[src/hw/rtl/tsls_pkg.sv]
`timescale 1ns / 1ps
`default_nettype none
// ----------------------------------------------------------------------------
// Transfer size loop splitter package
// Widths, register indexes and the word types shared by the pipeline stages.
// ----------------------------------------------------------------------------
package tsls_pkg;

   localparam int ITER_FIELD_BITS = 13;
   localparam int SIZE_W          = 53;
   localparam int LC_W            = 8;
   localparam int SB_W            = 32;
   localparam int N_BITS          = 7;
   localparam int LOOP_W          = LC_W + SB_W;
   localparam int MAXSZ_W         = LOOP_W + ITER_FIELD_BITS;
   localparam int CMP_W           = ((MAXSZ_W > SIZE_W) ? MAXSZ_W : SIZE_W) + 1;
   localparam int DIV_STAGES      = ITER_FIELD_BITS + N_BITS;

   localparam int ITER_OUT_W      = 13;
   localparam int EXT_W           = 62;
   localparam int TAIL_W          = 32;
   localparam int PAR_W           = 8;
   localparam int REPEAT_SHIFT    = 55;
   localparam int LOOPIDX_SHIFT   = 48;
   localparam int TOTAL_SHIFT     = 41;

   localparam int REQ_DATA_W      = 56;
   localparam int RSP_DATA_W      = 168;
   localparam int CSR_IDX_W       = 2;
   localparam int CSR_DATA_W      = 32;

   localparam logic [CSR_IDX_W-1:0] CSR_SLICES = CSR_IDX_W'(0);
   localparam logic [CSR_IDX_W-1:0] CSR_SBYTES = CSR_IDX_W'(1);

   localparam logic [LC_W-1:0]            SLICES_MAX = LC_W'(128);
   localparam logic [ITER_FIELD_BITS-1:0] MAX_ITER   = '1;

   typedef struct packed {
      logic [SIZE_W-1:0]          size;
      logic [LC_W-1:0]            lc;
      logic [SB_W-1:0]            sb;
      logic [LOOP_W-1:0]          loop_size;
      logic                       is_max;
      logic                       ovf;
      logic [SIZE_W-1:0]          rem;
      logic [SIZE_W-1:0]          offset;
      logic [ITER_FIELD_BITS-1:0] m;
      logic [N_BITS-1:0]          n;
   } item_type;

   typedef struct packed {
      logic                  size_overflow;
      logic [TAIL_W-1:0]     tail_bytes;
      logic [EXT_W-1:0]      extend_word;
      logic [ITER_OUT_W-1:0] iteration_count;
      logic [SIZE_W-1:0]     group_offset;
   } result_type;

endpackage
`default_nettype wire

[src/hw/rtl/tsls_finish.sv]
`timescale 1ns / 1ps
`default_nettype none
// ----------------------------------------------------------------------------
// Transfer size loop splitter back end
// Applies the saturated case, packs the remainder word and holds the result.
// ----------------------------------------------------------------------------
module tsls_finish (
   input  wire                  clock,
   input  wire                  reset,
   input  wire                  in_valid,
   output logic                 in_ready,
   input  tsls_pkg::item_type   in_item,
   output logic                 out_valid,
   input  wire                  out_ready,
   output tsls_pkg::result_type out_res
);
   import tsls_pkg::*;

   logic        vld_ff;
   result_type  res_ff;
   result_type  res_in;
   logic [ITER_FIELD_BITS-1:0] m_e;
   logic [N_BITS-1:0]          n_e;
   logic [SB_W-1:0]            p_e;
   logic [PAR_W-1:0]           rep;

   assign in_ready  = !vld_ff || out_ready;
   assign out_valid = vld_ff;
   assign out_res   = res_ff;

   always_comb begin
      m_e = in_item.is_max ? MAX_ITER : in_item.m;
      n_e = in_item.is_max ? N_BITS'(in_item.lc - LC_W'(1)) : in_item.n;
      p_e = in_item.is_max ? in_item.sb : SB_W'(in_item.rem);
      rep = PAR_W'(n_e) - PAR_W'(1);
      res_in.group_offset    = in_item.offset;
      res_in.iteration_count = ITER_OUT_W'(m_e);
      res_in.size_overflow   = in_item.ovf;
      case ({n_e != '0, p_e != '0})
         2'b10: begin
            res_in.extend_word = (EXT_W'(rep) << REPEAT_SHIFT) |
                                 (EXT_W'(1) << TOTAL_SHIFT);
            res_in.tail_bytes  = in_item.sb;
         end
         2'b01: begin
            res_in.extend_word = EXT_W'(1) << TOTAL_SHIFT;
            res_in.tail_bytes  = p_e;
         end
         2'b11: begin
            res_in.extend_word = (EXT_W'(rep) << REPEAT_SHIFT) |
                                 (EXT_W'(1) << LOOPIDX_SHIFT) |
                                 (EXT_W'(2) << TOTAL_SHIFT);
            res_in.tail_bytes  = p_e;
         end
         default: begin
            res_in.extend_word = '0;
            res_in.tail_bytes  = '0;
         end
      endcase
   end

   always_ff @(posedge clock) begin
      if (reset) begin
         vld_ff <= 1'b0;
      end else if (in_ready) begin
         vld_ff <= in_valid;
      end
   end

   always_ff @(posedge clock) begin
      if (in_ready) res_ff <= res_in;
   end

endmodule
`default_nettype wire

[config.mk]
export PLATFORM = sky130hd
export DESIGN_NAME = tsls_finish
export DESIGN_NICKNAME = d
export VERILOG_FILES = /design/src/hw/rtl/tsls_pkg.sv /design/src/hw/rtl/tsls_finish.sv
export SDC_FILE = /design/constraint.sdc
export NUM_CORES = 1
export LEC_CHECK = 0
export ABC_AREA = 1
export BUFFER_PORTS_ARGS = -buffer_cell sky130_fd_sc_hd__buf_2
export CORE_AREA = 4 4 165 167
export DETAILED_ROUTE_END_ITERATION = 8
export DIE_AREA = 0 0 169 171
export HOLD_SLACK_MARGIN = 0.1
export PLACE_DENSITY = 0.46
export SLEW_MARGIN = 25
export SYNTH_ARGS = -nofsm -noshare
export SYNTH_HDL_FRONTEND = slang
export SYNTH_SLANG_ARGS = --single-unit
[constraint.sdc]
create_clock -name clock -period 13.57 [get_ports clock]
set_input_delay 4.071 -clock clock [delete_from_list [all_inputs] [get_ports clock]]
set_output_delay 4.071 -clock clock [all_outputs]
set_load 0.02 [all_outputs]
### Word level (Yosys, flattened, before mapping)

Cells that the tools add are included.

* equality and inequality tests: 3
* reductions and logical operators: 4
* $add $sub $neg: 2
* multiplexer cells: 3

Operator list (number)
* case mux 94 bit (3 select lines): 1
* 2-to-1 mux 32 bit: 1
* nonzero test 32 bit: 1
* subtractor 7 x 1 -> 7 bit, second input constant: 2
* 2-to-1 mux 7 bit: 1
* nonzero test 7 bit: 1
* equality test 2 bit, second input constant: 2
* equality test 2 x 1 -> 1 bit, second input constant: 1
* zero test 1 bit: 1
* logical OR 1 bit: 1

* logic and storage cells: 18
* flip-flop bits (word level): 162
* bits of input ports: 265
* output and inout port bits: 163

### Longest topological paths before layout

* depth in word-level cells: 5
* depth in mapped cells: 18
* gate-level depth less buffers: 18

### Least setup slack after synthesis

Ideal clock, no wire load.

* path kind: input port to output port
* start: in out_ready
* end: out in_ready
* data required time: 9.499 ns
* cell stages on the path: 2
* data arrival time: 6.519 ns
* slack: 2.980 ns
* path buffers: 0
* path through: inv_1 > nand2_1

* cells in the longest elaborated chain, start to end: 1

RTL lines
* start: declaration: line tsls_finish.sv:14 `input wire out_ready,`
* logical OR 1 bit: line tsls_finish.sv:27 `assign in_ready = !vld_ff || out_ready;`
* end: declaration: line tsls_finish.sv:11 `output logic in_ready,`

No other way between the ends.

### Worst setup path in the final report

Ends and elaborated chain as after synthesis.

==> out/results.txt <==
Comb pwr share -> 0.173
NetSw -> 241 uW
routed vias/inst -> 3.82
CP most frequent cell -> buf_2
Max VDD drop -> 0.0584 mV
fillers -> 2761
worst r2r src -> out_valid$_SDFFE_PP0P_
syn_area_per_cell -> 10.5 um^2
DIE HEIGHT -> 171 um
Endpoint, Worst Hold -> out_valid$_SDFFE_PP0P_
setup_tns -> 0 ns
static leakage -> 0.00342 uW
period utilization -> 0.656
RSZ-0062 raised after global routing -> false
cells after synthesis -> 496
Yosys reg bits -> 109
worst-path maximum fanout -> 30
final hold violations -> 0
Synth area leaders -> edfxtp_1 (62%), nand2_1 (11%), buf_4 (7.8%), inv_1 (3.5%), nand3_1 (3.2%)
M2 GR Usage -> 0.200
initial DRC count -> 213
FF-to-FF path depth -> 2
Slew Limit Fails -> 0
CP Cell Sequence -> buf_2, inv_1, nand2_4, buf_2
WP data required -> 9.50 ns
Critical Path Source Type -> input port
top-count cell post-synth -> nand2_1
Post-synth top cells -> nand2_1 (151), edfxtp_1 (108), buf_4 (54), inv_1 (49), nand3_1 (33)
Critical Path Slowest Stage Cell -> nand2_4
DRC viols -> 0
Clock Sinks -> 109
H-tree Lvls -> 3
CTS tree -> yes
initial antenna violation count -> 1
Syn. warnings -> 0
status -> finished, final reports clean
synth unique cells -> 28
P&R area growth vs syn -> 33.9%
Routed Antenna Nets -> 0
routing usage on met1 -> 0.131
Worst Tran Pin Value -> 0.757 ns
DRT Pass-1 Iters -> 5
layout net count -> 1026
final wirelength -> 17.3 mm
area occupied by multi-input gates -> 1500 um^2
sequential cell area -> 3260 um^2
die area -> 28900 um^2
n_diodes -> 0
pre-CTS setup slack -> 4.62 ns
Num CTS Buffers -> 9
All-Layer GR Usage -> 0.111
ys flop type -> edfxtp_1
worst min-delay path startpoint -> out_valid$_SDFFE_PP0P_
Post CTS Setup Buffer Count -> 0
HP Class -> reg2reg
Max clock buf depth -> 2
post_cts resized -> 0
Die Width -> 169 um
layer carrying the most global-route usage -> met2
Max Fclk -> 112 MHz
R2R Path End -> out_res[55]$_SDFFCE_PP1P_
Clk pwr share -> 0.330
CTS root buf -> clkbuf_16
Seq pwr share -> 0.497
reg-to-reg setup timing slack -> 11.77 ns
ys async rst share -> 0
Power Density -> 117 nW/um^2
CP Capture Type -> primary output
CP Data Arrival Time -> 4.84 ns
largest net degree at the start of global routing -> 82
via count -> 4177
area share of the largest cell type after synthesis -> 0.620
Post-synth EDFFs -> 108
first-pass GRT wire length -> 23.9 mm
synthesized area -> 5230 um^2
crit path kind -> in2out
GP Congestion -> 0.790
relative slew slack -> 0.495
Setup WS post-layout -> 4.66 ns
routing usage on met3 -> 0.0305
port bufs -> 260
internal power -> 577 uW
Final min period -> 8.91 ns
CP max stage delay -> 0.38 ns
number of max-cap violations -> 0
Core Rows -> 59
Avg WL per Cell -> 15.9 um
switching share of total power -> 0.295
clk_lat worst skew -> 0.35 ns
GR Overflow Total -> 0
vias in the first global route -> 3888
DP HPWL -> 13.3 mm
initial core utilization -> 0.203
final-report setup violation count -> 0
hold depth -> 2
register area share after synthesis -> 0.624
Worst-path clk slew -> 0.07 ns
post-cts hold buffer count -> 0
cell taking the most area after synthesis -> edfxtp_1
Core Box Area -> 25800 um^2
share of layout cells above drive strength 1 -> 0.391
I/O pin count -> 428
clock skew -> 0.0111 ns
[final cells by class]
class	instances	share of cell area
clock buffer	9	0.0322
clock inverter	7	0.0111
inverter	50	0.0268
multi-input combinational	320	0.214
sequential	109	0.466
tap	335	0.0599
timing repair buffer	264	0.191
[cell usage in the layout, fill, tap and decap left out, types with 4 or more instances in the layout]
cell         n
edfxtp_1   108
nand4_1     10
mux2i_1      8
nand3_1     33
ha_1         7
clkbuf_16    9
or2_2       13
conb_1      52
and2_1       4
nand3b_1     5
inv_1       49
or2_0        4
buf_2      260
nand2_1    150
nor2_1      19
[worst max-delay path: cells and delay by family]
family	cells	cell delay, ns
and+or+nand+nor	1	0.38
buffers and inverters	3	0.38
[logic make-up (layout without fill, tap and decap cells)]
kind of cell             after synthesis  after routing  synth area share
AO/OA/AOI/OAI                          9              9            0.0103
XOR/XNOR                               2              2           0.00335
adder cells (fa/ha/maj)                7              7            0.0167
buffers and inverters                118            330             0.128
flip-flops                           109            109             0.624
multiplexers                           8              8            0.0153
other                                  1             52          0.000717
AND/OR/NAND/NOR                      242            242             0.201
[state kept, by name (all words and copies together) (netlist names)]
name	count
out_res	108
out_valid	1
[per-layer routing]
metal	wire, um	up-vias
met2	8520	228
met3	1620	5
met5	0	-
li1	-	2033
met4	150	0
met1	7060	1911
[worst max-delay path by stage]
stage / to / from / slack (ns) / cells after the start
global placement: in_ready / out_ready / 4.62 / 4
floorplan: in_ready / out_ready / 2.98 / 2
detailed placement: in_ready / out_ready / 4.62 / 4
CTS: in_ready / out_ready / 4.62 / 4
finish: in_ready / out_ready / 4.66 / 4
global route: in_ready / out_ready / 4.58 / 4
[metrics by stage]
stage,hold WS (ns),total power [uW],cell area [um^2],util,instances
global placement,0.900,559,6700,0.260,1078
global route,0.955,863,7000,0.272,1094
finish,0.892,819,7000,0.272,1094
detailed placement,0.917,560,6700,0.260,1078
CTS,0.930,839,7000,0.272,1094
floorplan,2.96,509,5420,-,547
[power groups by stage]
stage	Clock, uW	Combinational, uW	Sequential, uW
6_report	270	142	407
5_1_grt	298	155	409
4_1_cts	286	145	408
3_5_place_dp	0	144	415
3_3_place_gp	0	144	415
2_1_floorplan	0	59.3	450
Note: power is estimated with default switching activity, not from simulation.
