**config.mk**
```make
export PLATFORM = sky130hd
export DESIGN_NAME = tsls_prep
export DESIGN_NICKNAME = d
export VERILOG_FILES = /design/src/hw/rtl/tsls_pkg.sv /design/src/hw/rtl/tsls_prep.sv
export SDC_FILE = /design/constraint.sdc
export NUM_CORES = 1
export LEC_CHECK = 0
export CAP_MARGIN = 5
export CELL_PAD_IN_SITES_DETAIL_PLACEMENT = 1
export CELL_PAD_IN_SITES_GLOBAL_PLACEMENT = 1
export CORE_UTILIZATION = 50
export CTS_CLUSTER_SIZE = 8
export DETAILED_ROUTE_END_ITERATION = 16
export DONT_BUFFER_PORTS = 1
export PLACE_DENSITY = 0.9
export SLEW_MARGIN = 10
export SYNTH_ARGS = -nofsm -noshare
export SYNTH_HDL_FRONTEND = slang
export SYNTH_SLANG_ARGS = --single-unit
```
**constraint.sdc**
```tcl
create_clock -name clock -period 6.81 [get_ports clock]
set_input_delay 0.681 -clock clock [delete_from_list [all_inputs] [get_ports clock]]
set_output_delay 0.681 -clock clock [all_outputs]
set_load 0.005 [all_outputs]
```
**src/hw/rtl/tsls_pkg.sv**
```systemverilog
`timescale 1ns / 1ps
`default_nettype none
// ----------------------------------------------------------------------------
// Transfer size loop splitter package
// Widths, register indexes and the word types shared by the pipeline stages.
// ----------------------------------------------------------------------------
package tsls_pkg;

   localparam int ITER_FIELD_BITS = 13;
   localparam int SIZE_W          = 53;
   localparam int LC_W            = 8;
   localparam int SB_W            = 32;
   localparam int N_BITS          = 7;
   localparam int LOOP_W          = LC_W + SB_W;
   localparam int MAXSZ_W         = LOOP_W + ITER_FIELD_BITS;
   localparam int CMP_W           = ((MAXSZ_W > SIZE_W) ? MAXSZ_W : SIZE_W) + 1;
   localparam int DIV_STAGES      = ITER_FIELD_BITS + N_BITS;

   localparam int ITER_OUT_W      = 13;
   localparam int EXT_W           = 62;
   localparam int TAIL_W          = 32;
   localparam int PAR_W           = 8;
   localparam int REPEAT_SHIFT    = 55;
   localparam int LOOPIDX_SHIFT   = 48;
   localparam int TOTAL_SHIFT     = 41;

   localparam int REQ_DATA_W      = 56;
   localparam int RSP_DATA_W      = 168;
   localparam int CSR_IDX_W       = 2;
   localparam int CSR_DATA_W      = 32;

   localparam logic [CSR_IDX_W-1:0] CSR_SLICES = CSR_IDX_W'(0);
   localparam logic [CSR_IDX_W-1:0] CSR_SBYTES = CSR_IDX_W'(1);

   localparam logic [LC_W-1:0]            SLICES_MAX = LC_W'(128);
   localparam logic [ITER_FIELD_BITS-1:0] MAX_ITER   = '1;

   typedef struct packed {
      logic [SIZE_W-1:0]          size;
      logic [LC_W-1:0]            lc;
      logic [SB_W-1:0]            sb;
      logic [LOOP_W-1:0]          loop_size;
      logic                       is_max;
      logic                       ovf;
      logic [SIZE_W-1:0]          rem;
      logic [SIZE_W-1:0]          offset;
      logic [ITER_FIELD_BITS-1:0] m;
      logic [N_BITS-1:0]          n;
   } item_type;

   typedef struct packed {
      logic                  size_overflow;
      logic [TAIL_W-1:0]     tail_bytes;
      logic [EXT_W-1:0]      extend_word;
      logic [ITER_OUT_W-1:0] iteration_count;
      logic [SIZE_W-1:0]     group_offset;
   } result_type;

endpackage
`default_nettype wire

```
**src/hw/rtl/tsls_prep.sv**
```systemverilog
`timescale 1ns / 1ps
`default_nettype none
// ----------------------------------------------------------------------------
// Transfer size loop splitter front end
// Clamps the configuration, forms the loop size and saturates the size.
// ----------------------------------------------------------------------------
module tsls_prep (
   input  wire                           clock,
   input  wire                           reset,
   input  wire                           in_valid,
   output logic                          in_ready,
   input  wire  [tsls_pkg::SIZE_W-1:0]   in_size,
   input  wire  [tsls_pkg::LC_W-1:0]     cfg_slices,
   input  wire  [tsls_pkg::SB_W-1:0]     cfg_sbytes,
   output logic                          out_valid,
   input  wire                           out_ready,
   output tsls_pkg::item_type            out_item
);
   import tsls_pkg::*;

   item_type   st_ff [3];
   item_type   st_in [3];
   logic [2:0] vld_ff;
   logic [3:0] rdy;
   logic [CMP_W-1:0] max_size;
   logic [CMP_W-1:0] size_c;

   assign rdy[3] = out_ready;
   assign rdy[2] = !vld_ff[2] || rdy[3];
   assign rdy[1] = !vld_ff[1] || rdy[2];
   assign rdy[0] = !vld_ff[0] || rdy[1];
   assign in_ready  = rdy[0];
   assign out_valid = vld_ff[2];
   assign out_item  = st_ff[2];

   always_comb begin
      st_in[0]      = '0;
      st_in[0].size = in_size;
      st_in[0].lc   = (cfg_slices == '0) ? LC_W'(1) :
                      ((cfg_slices > SLICES_MAX) ? SLICES_MAX : cfg_slices);
      st_in[0].sb   = (cfg_sbytes == '0) ? SB_W'(1) : cfg_sbytes;

      st_in[1]           = st_ff[0];
      st_in[1].loop_size = LOOP_W'(st_ff[0].lc) * LOOP_W'(st_ff[0].sb);

      // Sizes at or above the maximum take the saturated encoding.
      max_size        = CMP_W'(st_ff[1].loop_size) << ITER_FIELD_BITS;
      size_c          = CMP_W'(st_ff[1].size);
      st_in[2]        = st_ff[1];
      st_in[2].is_max = (size_c >= max_size);
      st_in[2].ovf    = (size_c > max_size);
      if (size_c >= max_size) begin
         st_in[2].size = SIZE_W'(max_size);
      end
      st_in[2].rem = st_in[2].size;
   end

   always_ff @(posedge clock) begin
      if (reset) begin
         vld_ff <= '0;
      end else begin
         if (rdy[0]) vld_ff[0] <= in_valid;
         if (rdy[1]) vld_ff[1] <= vld_ff[0];
         if (rdy[2]) vld_ff[2] <= vld_ff[1];
      end
   end

   always_ff @(posedge clock) begin
      if (rdy[0]) st_ff[0] <= st_in[0];
      if (rdy[1]) st_ff[1] <= st_in[1];
      if (rdy[2]) st_ff[2] <= st_in[2];
   end

endmodule
`default_nettype wire

```
## After elaboration in Yosys (flattened, before gate mapping)

Memory sizes are Yosys's and may differ from the RTL's.
Cells that the tools add are included.

- Output and inout port bits: 263
- Memories kept: 1
- Register bits after elaboration: 3
- Logic and storage cells: 26
- RAM bits: 783

- Reduce and logical (&&, ||, !) cells: 8
- Multiplexer cells: 10
- Order comparisons: 3
- Multiply operators: 1

Memory list:

| memory | depth | bits a word | read ports | clocked after memory_dff | write ports | line | source |
|---|---|---|---|---|---|---|---|
| st_ff | 3 | 261 | 3 | 0 | 3 | tsls_prep.sv:21 | `item_type st_ff [3];` |

Operator list:

| operator | count |
|---|---|
| $ge A53 B53 Y1 | 1 |
| $gt A53 B53 Y1 | 1 |
| $mux W53 | 1 |
| $mul A8 B32 Y40 | 1 |
| $logic_not A32 Y1 | 1 |
| $mux W32 | 1 |
| $mux W8 | 2 |
| $gt A8 B8 Y1 const B | 1 |
| $logic_not A8 Y1 | 1 |
| $mux W1 | 6 |
| $logic_not A1 Y1 | 3 |
| $logic_or A1 B1 Y1 | 3 |

## Depth between registers and ports, before layout

Gate-level depths: netlist of run 1.

- Depth in word-level cells: 6
- Gate-level depth with buffers: 19

## Least setup slack after synthesis of run 1

OpenSTA, ideal clock, no wires.

- Kind: register to register
- Start: memory st_ff[0][202] (netlist bit)
- End: memory st_ff[0][427] (netlist bit) (data pin)
- Setup time: 0.261 ns
- Clock period less this slack: 4.814 ns
- Cell stages (with the launch flop): 18
- Path buffers: 1
- Slack: 1.996 ns
- Data arrival time: 4.554 ns
- Cell sequence: edfxtp_1 > clkbuf_1 > nand2_1 > fa_1 > fa_1 > inv_1 > fa_1 > inv_1 > fa_1 > inv_1 > ha_1 > a21o_1 > a31o_1 > o21ai_2 > o211ai_2 > o41a_4 > a21oi_4 > mux2i_1

RTL lines:

| element | line |
|---|---|
| start, declared | tsls_prep.sv:21 |

==> results of run 1 <==
## flip-flops by register name, indices dropped and copies added, names as in the netlist
signal  count
st_ff     361
vld_ff      3
## metrics by stage
step,std cells,utilization
after floorplan,1901,-
after global placement,2179,0.4821
after detailed placement,2179,0.4821
after CTS,2237,0.5122
after global routing,2237,0.5122
final,2237,0.5122
## worst reg2reg max path, cell delays in order, from the launching register on
cell and delay [ps]:
edfxtp_1 1130, nand2_1 180, fa_1 530, fa_1 560, inv_1 50, fa_1 480
inv_1 50, fa_1 480, inv_1 50, ha_1 350, a21o_1 190, a31o_1 230
o211ai_1 250, nand4_1 210, a221o_1 400, a311oi_2 300, xnor2_1 90
## synth_stat cells, types with 3 or more instances
library cell	instances	area share
buf_4	261	0.085
o21bai_1	6	0.0020
a31oi_1	6	0.0016
a21o_1	24	0.0078
inv_1	208	0.034
a21boi_0	3	0.00098
ha_1	100	0.054
o211ai_1	4	0.0013
xnor2_1	26	0.0099
a211oi_2	3	0.0016
nand2_1	87	0.014
nand4_1	17	0.0046
o21ai_0	19	0.0041
and3_1	16	0.0043
xor2_1	10	0.0038
a21oi_1	51	0.011
buf_6	4	0.0020
o21a_1	4	0.0013
and2_1	211	0.057
o31ai_1	3	0.00098
nor2b_1	12	0.0033
clkbuf_1	66	0.011
nor4_1	13	0.0035
nor2_1	31	0.0050
dfxtp_1	3	0.0026
fa_1	180	0.16
nand3_1	17	0.0037
mux2_4	39	0.025
edfxtp_1	361	0.47
## final timing paths
check,start,endpoint,slack (ps)
max,st_ff[0][204],st_ff[0][425],1030
min,reset,vld_ff[0],160
max reg2reg,st_ff[0][204],st_ff[0][425],1030
min reg2reg,st_ff[0][429],st_ff[0][690],410
## power breakdown
group	internal [W]	switching (W)
clock	0.00134	0.000909
combinational	0.000940	0.00131
sequential	0.00303	0.000414
## cell usage in the layout, fill, tap and decap left out, drive strengths merged, types with 2 or more instances in the layout
master,count
nor2,31
inv,209
buf,11
xor2,10
xnor2,26
nand3,17
conb,73
fa,180
o21bai,6
edfxtp,361
and4,2
o21a,4
a211o,2
mux2,40
nand2,88
a21o,24
nor3,3
o21ai,23
clkbuf,56
a211oi,5
nand4,17
a41oi,2
nor4,14
and2,211
nor2b,12
and3,16
a21oi,52
ha,100
a21boi,4
o211ai,6
o41a,2
dfxtp,3
o31ai,3
a31oi,6
## cell type report
| type | count | area share |
|---|---|---|
| clock buffer | 56 | 0.05651 |
| clock inverter | 2 | 0.002149 |
| inverter | 208 | 0.03395 |
| multi-input combinational | 996 | 0.4036 |
| sequential | 364 | 0.4680 |
| tap | 600 | 0.03223 |
| timing repair buffer | 11 | 0.003545 |
## cells by family (layout without fill, tap and decap cells)
kind of cell / count (synthesis) / count (layout) / share of synthesized area
adders and majority gates: 280 / 280 / 0.2105
muxes: 41 / 41 / 0.02631
and+or+nand+nor: 415 / 415 / 0.09970
other: 1 / 73 / 0.0001626
AOI/OAI and AO/OA: 151 / 151 / 0.04524
xor gates and xnor gates: 36 / 36 / 0.01367
DFF: 364 / 364 / 0.4726
buffers and inverters: 541 / 277 / 0.1319
## metal layers
metal / vias to the layer above / wire length, um / part of all wire / track usage
li1: 5320 / - / - / -
met1: 6359 / 23010 / 0.42 / 0.3058
met2: 450 / 27900 / 0.51 / 0.4108
met3: 87 / 2820 / 0.051 / 0.04011
met4: 2 / 1222 / 0.022 / 0.06479
met5: - / 12 / 0.00022 / 0
==> summary.md, run 1 <==
| Metric | Value |
|---|---|
| Pwr Density | ~340 nW/um2 |
| Area growth, synth to finish | 0.9817% |
| Critical path peak fanout | 33 |
| DIE AREA | around 47000 um2 |
| # diodes | 0 |
| Slowest CP cell | edfxtp_1 |
| Clock Pin Slew Worst Setup and Hold Paths | roughly 50 ps |
| Final Cell Area | 23290 um2 |
| Post-DP Area | around 22000 um2 |
| Clock skew | 17.98 ps |
| Post-CTS setup buffers | 0 |
| CTS Sinks | about 360 |
| Async SR Flop Fraction | 0 |
| Worst Hold Path Cells | 1 |
| DRC | 0 |
| Die height | 216.8 um |
| Maximum VDD drop | between 0.15 and 0.2 mV |
| Endpoint class of the critical path | flip-flop |
| Detailed placer's ending HPWL | a little over 40000 um |
| Arr. time, crit path | 6120 ps |
| Register area share after synthesis | 0.4726 |
| Crit path max-delay family | adder cells |
| Core Area | roughly 45000 um2 |
| Warnings from Yosys | 0 |
| Leakage | 10.16 nW |
| Multi-input gate area | 9402 um2 |
| # rows | 78 |
| Pin count of the biggest net entering global routing | 85 |
| Initial antenna violation count | 1 |
| Pre-CTS setup slack | 1044 ps |
| Final setup viols | 0 |
| Status | complete, no violations |
| DR WL/cell | 24.57 um |
| Slowest cell delay on critical path | 1130 ps |
| Post-layout minimum cycle time | about 5800 ps |
| CTS tree | built |
| Post-synthesis instance area | roughly 23000 um2 |
| CTS hold repair buffers | 0 |
| Synthesized flop and latch total | between 300 and 400 |
| Fin. Hold Viols | 0 |
| Slew Viols, Final | 0 |
| GP Congestion | roughly 0.87 |
| WP depth | 16 |
| RSZ-0062 raised after global routing | no |
| Syn avg cell area | around 13 um2 |
| Fin crit share | 0.8488 |
| R2R depth | 16 |
| Clk root buf | clkbuf_16 |
| Worst hold slack | between 150 and 200 ps |
| Gate Count Post-Synth | between 1500 and 2000 |
| Count of input and output buffers | 0 |
| Max Fclk | 173.0 MHz |
| Die Wd | 216.8 um |
| Least-Margin Pin Slew | between 1000 and 1500 ps |
| Power, Total | just under 0.008 W |
| WL final | about 55000 um |
| Vias in the first global route | 13392 |
| Setup CP Type | reg2reg |
| CP Buf/Inv Count | 3 |
| Clk_lat worst skew | approximately 600 ps |
| IO Pins | 360 |
| Hold WC Path Type | in2reg |
| Setup ws final | slightly above 1000 ps |
| Startpoint types | flip-flop |
| Post-synth EDFFs | about 360 |
| GR Overflow Total | 0 |
| # Max-Cap Violations | 0 |
| DR vias | ~12000 |
| Slew headroom | 0.2137 |
| Pre-antenna DRT Iters | 5 |
| Nets | ~2000 |
| Post-CTS Resized | 0 |
| Crit-path cells | nand2_1 > fa_1 > fa_1 > inv_1 > fa_1 > inv_1 > fa_1 > inv_1 > ha_1 > a21o_1 > a31o_1 > o211ai_1 > nand4_1 > a221o_1 > a311oi_2 > xnor2_1 |
| Initial Util | 0.5072 |
| Setup TNS | 0 ps |
| ANT nets after route | 0 |
| Fraction of layout instances using a drive strength above 1 | 0.07697 |
| Vias per Instance | about 5.5 |
| Tot GR Track Use | 0.2365 |
| Crit path top cell by count | fa_1 |
| CTS Buf Count | between 50 and 60 |
| Crit path required time | 7150 ps |
| Synth cell types | 66 |
| First-pass GRT wire length | slightly above 80000 um |
| Htree depth | 2 |
| Ys flop type | edfxtp_1 |
| # fillers | ~4500 |
| FF+latch area | 10900 um2 |
| First DRT Iteration DRCs | slightly below 700 |
| Worst-case clock buffer depth | 3 |
Note: power is estimated with default switching activity, not from simulation.
==> inputs of run 2 (changes only) <==
--- a/config.mk
+++ b/config.mk
@@ -8,11 +8,11 @@
 export CAP_MARGIN = 5
 export CELL_PAD_IN_SITES_DETAIL_PLACEMENT = 1
 export CELL_PAD_IN_SITES_GLOBAL_PLACEMENT = 1
-export CORE_UTILIZATION = 50
+export CORE_UTILIZATION = 47
 export CTS_CLUSTER_SIZE = 8
 export DETAILED_ROUTE_END_ITERATION = 16
 export DONT_BUFFER_PORTS = 1
-export PLACE_DENSITY = 0.9
+export PLACE_DENSITY = 0.89
 export SLEW_MARGIN = 10
 export SYNTH_ARGS = -nofsm -noshare
 export SYNTH_HDL_FRONTEND = slang
==> constraint.sdc (replaced) <==
create_clock -name clock -period 4.8 [get_ports clock]
set_input_delay 0.48 -clock clock [delete_from_list [all_inputs] [get_ports clock]]
set_output_delay 0.48 -clock clock [all_outputs]
set_load 0.005 [all_outputs]
==> summary.md, run 2 (synthesized netlist as in run 1, its figures left out) <==
| Metric | Value |
|---|---|
| Status | finished, violations left |
| Failing checks | negative setup slack |
| Internal Power | 0.008416 W (+58%) |
| Tot GR Track Use | 0.2327 (-0.003849) |
| DR WL/cell | 23.47 um (-4.5%) |
| Pin count of the biggest net entering global routing | 136 (+60%) |
| Vias in the first global route | 14787 (+10%) |
| Reg2Reg Launch Point | st_ff[0][202] |
| R2r setup slk | -300 ps (-1330 ps) |
| Setup ws final | -302.6 ps (-1332 ps) |
| Core Area | 48050 um2 (+5.6%) |
| CTS Buf Count | 52 (+2.0%) |
| First DRT Iteration DRCs | 791 (+16%) |
| Die Wd | 223.5 um (+3.1%) |
| Most common cell after layout, fill and taps aside | edfxtp_1 |
| Most frequent cells in the layout | 361 x edfxtp_1, 205 x and2_1, 202 x inv_1 |
| Final Cell Area | 26050 um2 (+12%) |
| Power, Total | 0.01255 W (+58%) |
| Largest register by flop count | st_ff |
| IO Pins | 360 (unchanged) |
| WL final | 58450 um (+6.3%) |
| Fin crit share | 1.063 (+0.2142) |
| Pwr Density | 481.7 nW/um2 (+41%) |
| RSZ-0062 raised after global routing | yes |
| Slew headroom | 0.3591 (+0.1455) |
| Detailed placer's ending HPWL | 41700 um (+3.4%) |
| Worst Hold Launch | in_valid |
| Slowest cell delay on critical path | 590 ps (-540 ps) |
| Area growth, synth to finish | 12.94% |
| Slowest CP cell | fa_2 |
| Max FFs per register | 361 (unchanged) |
| Htree depth | 2 (unchanged) |
| GP Congestion | 0.8861 (+2.2%) |
| RR Endpoint | st_ff[0][425] |
| Hold WC Path Type | in2reg |
| Switching share of power | 0.3293 (-0.001995) |
| Clock Pin Slew Worst Setup and Hold Paths | 50 ps (about the same) |
| Least-Margin Pin Slew | 961.3 ps (-218.2 ps) |
| Vias per Instance | 5.322 (-2.6%) |
| # rows | 80 (+2.6%) |
| Critical path peak fanout | 6 (-82%) |
| Maximum VDD drop | 0.2999 mV (+52%) |
| Worst-case clock buffer depth | 3 (unchanged) |
| Seq pwr share | 0.389 (-0.045) |
| Endpoint class of the critical path | flip-flop |
| Leakage | 11.40 nW (+12%) |
| DR vias | 13251 (+8.5%) |
| Largest regs | st_ff x361, vld_ff x3 |
| # fillers | 4714 (+4.0%) |
| Clock skew | 26.58 ps (+8.594 ps) |
| Clk_lat worst skew | 600 ps (about the same) |
| Setup CP Type | reg2reg |
| Post-layout minimum cycle time | 5103 ps (-678.0 ps) |
| Post-DP Area | 22990 um2 (+4.9%) |
| Initial antenna violation count | 1 (unchanged) |
| First-pass GRT wire length | 87770 um (+5.8%) |
| CTS Sinks | 364 (unchanged) |
| Pre-antenna DRT Iters | 5 (unchanged) |
| Combinational power share | 0.343 (+0.060) |
| Final setup viols | 21 (+21) |
| GR Overflow Total | 0 (unchanged) |
| R2R depth | 17 (+1) |
| DRC | 0 (unchanged) |
| CTS tree | built |
| # Max-Cap Violations | 0 (unchanged) |
| Arr. time, crit path | 5430 ps (-690 ps) |
| Max Fclk | 196.0 MHz (+13%) |
| Clock power share | 0.268 (-0.015) |
| CP Buf/Inv Count | 4 (+1) |
| Setup TNS | -3184 ps (-3184 ps) |
| Sink of the worst hold path | vld_ff[0] |
| Nets | 2245 (+12%) |
| Clk root buf | clkbuf_16 |
| Fin. Hold Viols | 0 (unchanged) |
| DIE AREA | 49970 um2 (+6.3%) |
| Crit path required time | 5120 ps (-2030 ps) |
| Worst hold slack | 49.63 ps (-114.5 ps) |
| ANT nets after route | 0 (unchanged) |
| Initial Util | 0.4801 (-0.02710) |
| Crit path max-delay family | adder cells |
| Switching power total | 0.004131 W (+57%) |
| Startpoint types | flip-flop |
| Crit-path cells | buf_12 > buf_8 > and2_1 > fa_2 > fa_2 > fa_1 > inv_1 > fa_1 > inv_1 > ha_4 > a21oi_1 > o21ai_1 > a211oi_2 > nand4_1 > a221o_1 > a311oi_2 > xnor2_1 |
| Fraction of layout instances using a drive strength above 1 | 0.1932 (+0.1162) |
| Die height | 223.5 um (+3.1%) |
| Count of input and output buffers | 0 (unchanged) |
| Slew Viols, Final | 0 (unchanged) |
| Worst Hold Path Cells | 2 (+1) |
[run 2: power groups by stage]
stage | logic [W] | clock network, W | registers, W
5_1_grt | 0.00471 | 0.00354 | 0.00495
3_5_place_dp | 0.00364 | 0 | 0.00494
3_3_place_gp | 0.00344 | 0 | 0.00491
6_report | 0.00431 | 0.00336 | 0.00488
4_1_cts | 0.00396 | 0.00343 | 0.00489
2_1_floorplan | 0.00311 | 0 | 0.00454
[run 2: area by class of cell]
cell class | count | area [um2] | share of cell area
diodes | 1 | 2.502 | 0.00009606
clock buffers | 55 | 1334 | 0.05120
clock inverters | 5 | 103.9 | 0.003987
inverters | 208 | 790.8 | 0.03036
multi-input cells | 996 | 9945 | 0.3817
flip-flops and latches | 364 | 10900 | 0.4184
well taps | 615 | 769.5 | 0.02954
repair buffers | 246 | 2205 | 0.08463
[run 2: worst max path at each step]
stage,to,slack (ps),cells after the start,start
6_report,st_ff[0][425],-300,17,st_ff[0][202]
5_1_grt,st_ff[0][425],-440,17,st_ff[0][202]
4_1_cts,st_ff[0][425],-220,18,st_ff[0][202]
3_5_place_dp,st_ff[0][425],-420,16,st_ff[0][202]
3_3_place_gp,st_ff[0][425],-240,16,st_ff[0][202]
2_1_floorplan,st_ff[0][427],10,16,st_ff[0][202]
[run 2: repair_timing]
action / CTS / global route
endpoints found under the hold margin: 88 / 0
buffers inserted: 16 / 7
endpoints found under the setup margin: 24 / 28
hold buffers: 86 / 0
resized for setup: 66 / 67
pin swaps: 43 / 33
[run 2: through the flow]
step                      instances  setup WS, ps  utilization
after global routing           2490        -435.3       0.5422
after CTS                      2487        -221.9       0.5346
final                          2490        -302.6       0.5422
after global placement         2325        -236.3       0.4785
after detailed placement       2325        -415.7       0.4785
after floorplan                1901         12.13            -
[run 2: worst register-to-register path: cells and delay by family, from the launching register on]
| family | cells | cell delay [ps] |
|---|---|---|
| xor+xnor | 1 | 110 |
| compound gates | 5 | 1280 |
| fa+ha+maj | 5 | 2230 |
| flops | 1 | 440 |
| buf+inv | 4 | 430 |
| simple gates | 2 | 360 |
[run 2: layer usage]
layer	vias to the layer above	share of wire	wire, um	track usage
met1	6839	0.41	24090	0.2975
met3	107	0.051	2979	0.03856
met5	-	0	0	0
met4	0	0.028	1636	0.07048
met2	517	0.51	29750	0.4054
li1	5788	-	-	-
